$ cat config.mk
export PLATFORM = sky130hd
export DESIGN_NAME = ffpa_front_flat
export DESIGN_NICKNAME = d
export VERILOG_FILES = /design/src/rtl/ffpa_pkg.sv /design/src/rtl/ffpa_ifs.sv /design/src/rtl/ffpa_front.sv /design/src/flat_wrapper.sv
export SDC_FILE = /design/constraint.sdc
export NUM_CORES = 1
export LEC_CHECK = 0
export ABC_AREA = 1
export BUFFER_PORTS_ARGS = -buffer_cell sky130_fd_sc_hd__buf_2
export CORE_MARGIN = 2
export CORE_UTILIZATION = 25
export DETAILED_ROUTE_END_ITERATION = 7
export PLACE_DENSITY = 0.46
export REMOVE_ABC_BUFFERS = 1
export SKIP_LAST_GASP = 1
export SLEW_MARGIN = 30
export SYNTH_ARGS = -nofsm -noshare
export SYNTH_HDL_FRONTEND = slang
export SYNTH_SLANG_ARGS = --single-unit
$ cat constraint.sdc
create_clock -name i_clk -period 3 [get_ports i_clk]
set_clock_uncertainty 0.2 [all_clocks]
set_input_delay 0.3 -clock i_clk [delete_from_list [all_inputs] [get_ports i_clk]]
set_output_delay 0.3 -clock i_clk [all_outputs]
set_load 0.05 [all_outputs]
$ cat src/rtl/ffpa_pkg.sv
`timescale 1ns / 1ps
package ffpa_pkg;

    localparam int SIZE_W     = 23;
    localparam int ADDR_W     = 10;
    localparam int STAT_W     = 2;
    localparam int START_W    = 10;
    localparam int COUNT_W    = 11;
    localparam int NEED_W     = 12;
    localparam int PAGE_SHIFT = 12;
    localparam int PAGE_MASK  = (1 << PAGE_SHIFT) - 1;

    localparam logic FN_ALLOC = 1'b0;
    localparam logic FN_FREE  = 1'b1;

    typedef enum logic [STAT_W-1:0] {
        ST_OK         = 2'd0,
        ST_NO_RUN     = 2'd1,
        ST_NOT_FOUND  = 2'd2,
        ST_TABLE_FULL = 2'd3
    } t_status;

    typedef struct packed {
        logic              func;
        logic [NEED_W-1:0] need;
        logic [ADDR_W-1:0] addr;
    } t_item;

    typedef struct packed {
        logic  valid;
        t_item item;
    } t_qhead;

endpackage

$ cat src/rtl/ffpa_ifs.sv
`timescale 1ns / 1ps
interface ffpa_req_if;
    logic                         valid;
    logic                         ready;
    logic                         func;
    logic [ffpa_pkg::SIZE_W-1:0]  size_bytes;
    logic [ffpa_pkg::ADDR_W-1:0]  page_address;

    modport source (output valid, func, size_bytes, page_address, input ready);
    modport sink   (input valid, func, size_bytes, page_address, output ready);
endinterface


$ cat src/rtl/ffpa_front.sv
`timescale 1ns / 1ps
module ffpa_front (
    input  logic            i_clk,
    input  logic            i_rst_n,
    ffpa_req_if.sink        i_req,
    output ffpa_pkg::t_qhead o_head,
    input  logic            i_pop
);
    import ffpa_pkg::*;

    t_item       r_mem [2];
    logic        r_wp;
    logic        r_rp;
    logic [1:0]  r_cnt;
    logic [SIZE_W:0] w_sum;
    t_item       w_item;
    logic        w_push;
    logic        w_pop;

    assign w_sum       = {1'b0, i_req.size_bytes} + (SIZE_W + 1)'(PAGE_MASK);
    assign w_item.func = i_req.func;
    assign w_item.need = w_sum[SIZE_W:PAGE_SHIFT];
    assign w_item.addr = i_req.page_address;

    assign i_req.ready = (r_cnt != 2'd2);
    assign w_push      = i_req.valid && i_req.ready;
    assign w_pop       = i_pop && (r_cnt != 2'd0);

    assign o_head.valid = (r_cnt != 2'd0);
    assign o_head.item  = r_mem[r_rp];

    always_ff @(posedge i_clk) begin
        if (!i_rst_n) begin
            r_wp  <= 1'b0;
            r_rp  <= 1'b0;
            r_cnt <= 2'd0;
        end else begin
            if (w_push) begin
                r_mem[r_wp] <= w_item;
                r_wp        <= ~r_wp;
            end
            if (w_pop) begin
                r_rp <= ~r_rp;
            end
            r_cnt <= r_cnt + {1'b0, w_push} - {1'b0, w_pop};
        end
    end
endmodule

$ cat src/flat_wrapper.sv
// flat-port wrapper written by rule: the top's interface ports become plain ports
module ffpa_front_flat import ffpa_pkg::*;
  (i_clk, i_rst_n, o_head, i_pop, i_req_valid, i_req_func, i_req_size_bytes, i_req_page_address, i_req_ready);
  ffpa_req_if i_req_i ();
  input  logic i_clk;
  input  logic i_rst_n;
  output ffpa_pkg::t_qhead o_head;
  input  logic i_pop;
  input wire logic [$bits(i_req_i.valid)-1:0] i_req_valid;
  input wire logic [$bits(i_req_i.func)-1:0] i_req_func;
  input wire logic [$bits(i_req_i.size_bytes)-1:0] i_req_size_bytes;
  input wire logic [$bits(i_req_i.page_address)-1:0] i_req_page_address;
  output wire logic [$bits(i_req_i.ready)-1:0] i_req_ready;
  assign i_req_i.valid = i_req_valid;
  assign i_req_i.func = i_req_func;
  assign i_req_i.size_bytes = i_req_size_bytes;
  assign i_req_i.page_address = i_req_page_address;
  assign i_req_ready = i_req_i.ready;
  ffpa_front u_core (.i_clk(i_clk), .i_rst_n(i_rst_n), .i_req(i_req_i), .o_head(o_head), .i_pop(i_pop));
endmodule
==> flow_summary.yaml <==
worst_setup_path:
  crit_chain: "buf_4 > mux2_2 > buf_2"
  required_ns: 2.50
  worst_setup_path_start_kind: "flop"
  criticalPathCategory: "reg -> out"
  worstPathBufferInverterCount: 2
  critPathTopFamily: "buffers and inverters"
  critical_path.max_fanout: 23
  reg2reg_depth: 7
  worst_setup_path_endpoint: "o_head[15]"
  crit_cells: 3
  crit_path_top_delay_cell: "sky130_fd_sc_hd__mux2_2"
  r2r-end: "u_core.r_cnt[1]"
  worstReg2RegStart: "u_core.r_cnt[1]"
  worstPathArrival_ns: 1.53
  cpPeakStageDelay_ns: 0.38
  reg_to_reg_slack_setup_ns: 1.31
  crit_path_end_kind: "output pin"
sta:
  final_hold_vio_count: 0
  tightest_slew_ns: 0.370
  post-route-period-util_pct: 67.8
  max_clock_freq_mhz: 492
  final_period_minus_worst_setup_slack_ns: 2.03
  rsz0062_at_grt: "no"
  setup_viol: 0
  layout_setup_ws_ns: 0.966
  slew_viol_final: 0
  max-slew-margin-rel_pct: 75.2
clocking:
  cts_made_buffers: 5
  cts.path.max_buffers: 2
  cts-root-buf: "sky130_fd_sc_hd__clkbuf_8"
  htree_num_levels: 2
  cts_tree: "yes"
  clkSlewWorstSetupHoldPaths_ns: 0.08
  tritoncts_num_sinks: 51
  cts-resized-gates: 0
  clock_insertion_delay_worst_skew_ns: 0.30
grt:
  vias_in_the_first_global_route: 1649
  grt_first_pass_wirelength_um: 7430
  grt_use_total_pct: 9.63
  largest_net_degree_at_the_start_of_global_routing: 24
  grt.overflow.total: 0
  grt_antenna_before_repair: 0
die:
  initial_utilization_pct: 25.9
  die_width_um: 99.3
  rows: 34
  core_area_sq_mm: 0.00876
  design.die.area_sq_mm: 0.00986
  die_h_um: 99.3
  num_io_pins: 63
min_path:
  holdCritPathClass: "in -> reg"
  min_from: "i_rst_n"
outcome:
  status: "finished, final reports clean"
yosys:
  post_synth.cell_area_avg_sq_um: 12.5
  yosys_most_used_dff: "sky130_fd_sc_hd__edfxtp_1"
  post_synthesis_sequential_area_ratio_pct: 65.3
  netlist_top_cells_count: "sky130_fd_sc_hd__edfxtp_1, sky130_fd_sc_hd__nand2_1, sky130_fd_sc_hd__mux2_2"
  synth_top_area_cell: "sky130_fd_sc_hd__edfxtp_1"
  synth.area.top_cells: "sky130_fd_sc_hd__edfxtp_1, sky130_fd_sc_hd__mux2_2, sky130_fd_sc_hd__nand2_1"
  share_of_the_synthesized_area_in_the_top_cell_type_pct: 60.9
  yosys.cell_types.count: 23
  synthesis.yosys.warnings: 0
  synth.most_common_cell: "sky130_fd_sc_hd__edfxtp_1"
  number_of_flops_mapped_to_enable_cells_by_yosys: 46
  ys_ff_latch: 51
  synthesis.area_sq_mm: 0.00227
  synth_async_sr_flop_share_pct: 0
  netlist_instances: 182
power:
  irDropWorstVdd_uv: 207
  pwr_density_cell_mw_per_mm2: 663
  leakage_nw: 1.18
placement:
  dp.final_hpwl_um: 3050
  pre_cts_slack_ns: 1.29
  dp.cells: 351
  gp_congestion: 0.722
  io_buffer_count: 62
drt:
  detailedRoute.firstIterationViolations: 21
  drc_markers: 0
  detailroute.via_count: 1560
  drt-vias-per-instance: 4.22
  detail_route.wirelength_um: 4490
  ant_nets: 0
  drt-pass1-iter-count: 4
  post_drt_wl_per_cell_um: 12.1
final_layout:
  final_nets: 301
  drive_gt1_share_pct: 38.9
  finish.cell_count_without_fillers: 370
  num_antenna_cells: 0
  areaGrowthSynthToFinish_pct: 28.1
flow_run:
  cap_viol_max_count: 0
-- layout make-up --
class,count,area [sq um]
clock buffer,6,72.6
clock inverter,2,12.5
fill,928,5860
inverter,19,71.3
multi-input combinational,108,692
sequential,51,1480
tap,108,135
timing repair buffer,76,443
-- layout by cell type, fill, tap and decap left out, drive strengths merged --
master / n
clkbuf: 6
nor2: 13
edfxtp: 46
xor2: 1
nor3: 2
clkinv: 2
inv: 19
o21ai: 2
o21a: 1
buf: 65
dfxtp: 5
or2: 1
mux2: 23
xnor2: 1
ha: 2
nand3b: 2
nand2: 36
a21oi: 4
nand3: 10
nand4: 10
dlygate4sd3: 11
-- worst register-to-register path: cells and delay by family, from the launching register on --
family	cells	cell delay [ns]
AOI/OAI and AO/OA	3	0.43
xor gates and xnor gates	1	0.18
adders and majority gates	2	0.46
buffers and inverters	1	0.04
DFF	1	0.34
-- worst min path at each step --
stage / to / slack [ns] / cells past startpoint
floorplan: u_core.r_cnt[0] / 0.19 / 2
global placement: u_core.r_rp / 0.24 / 1
detailed placement: flop / 0.24 / 1
CTS: u_core.r_mem[0][8] / 0.0009 / 1
global route: u_core.r_cnt[0] / 0.05 / 3
finish: u_core.r_cnt[0] / 0.04 / 3
-- per-layer routing --
| layer | part of all wire [%] | wire, um | vias to the layer above | global-route usage (%) |
|---|---|---|---|---|
| met4 | 0.65 | 29 | 0 | 3.06 |
| met2 | 46 | 2080 | 52 | 15.4 |
| li1 | - | - | 795 | - |
| met5 | 0 | 0 | - | 0 |
| met1 | 47 | 2100 | 710 | 12.5 |
| met3 | 6.1 | 275 | 3 | 2.95 |
-- power breakdown --
part | leakage (nW) | internal, mW | switching [mW]
combinational | 0.670 | 0.204 | 0.479
sequential | 0.464 | 0.848 | 0.0187
clock | 0.0428 | 0.164 | 0.214
-- flip-flops by register name, indices dropped and copies added (netlist names), named ones only --
register,count
u_core.r_cnt,2
u_core.r_wp,1
u_core.r_rp,1
u_core.r_mem,46
-- repair_timing --
action                                 in CTS  in global routing
buffers inserted                            0                  0
hold buffers                               10                  1
endpoints found under the hold margin      20                  2
-- cell families (layout without fill, tap and decap cells) --
kind of cell / after synthesis / in the layout / share of synthesized area (%)
compound gates: 7 / 7 / 1.65
fa+ha+maj: 2 / 2 / 1.10
simple gates: 74 / 74 / 15.2
mux: 23 / 23 / 11.4
flops: 51 / 51 / 65.3
buf+inv: 23 / 103 / 4.58
xor+xnor: 2 / 2 / 0.772
-- through the flow --
stage / hold WS (ns) / power (mW) / util, % / area, sq um / TNS (ns)
6_report: 0.0411 / 1.93 / 33.2 / 2910 / 0
3_5_place_dp: 0.240 / 1.56 / 31.0 / 2710 / 0
5_1_grt: 0.0522 / 2.03 / 33.2 / 2910 / 0
4_1_cts: 0.000919 / 1.95 / 33.1 / 2900 / 0
3_3_place_gp: 0.240 / 1.56 / 31.0 / 2710 / 0
2_1_floorplan: 0.193 / 1.40 / - / 2240 / -3.06
(Power assumes the default switching activity.)
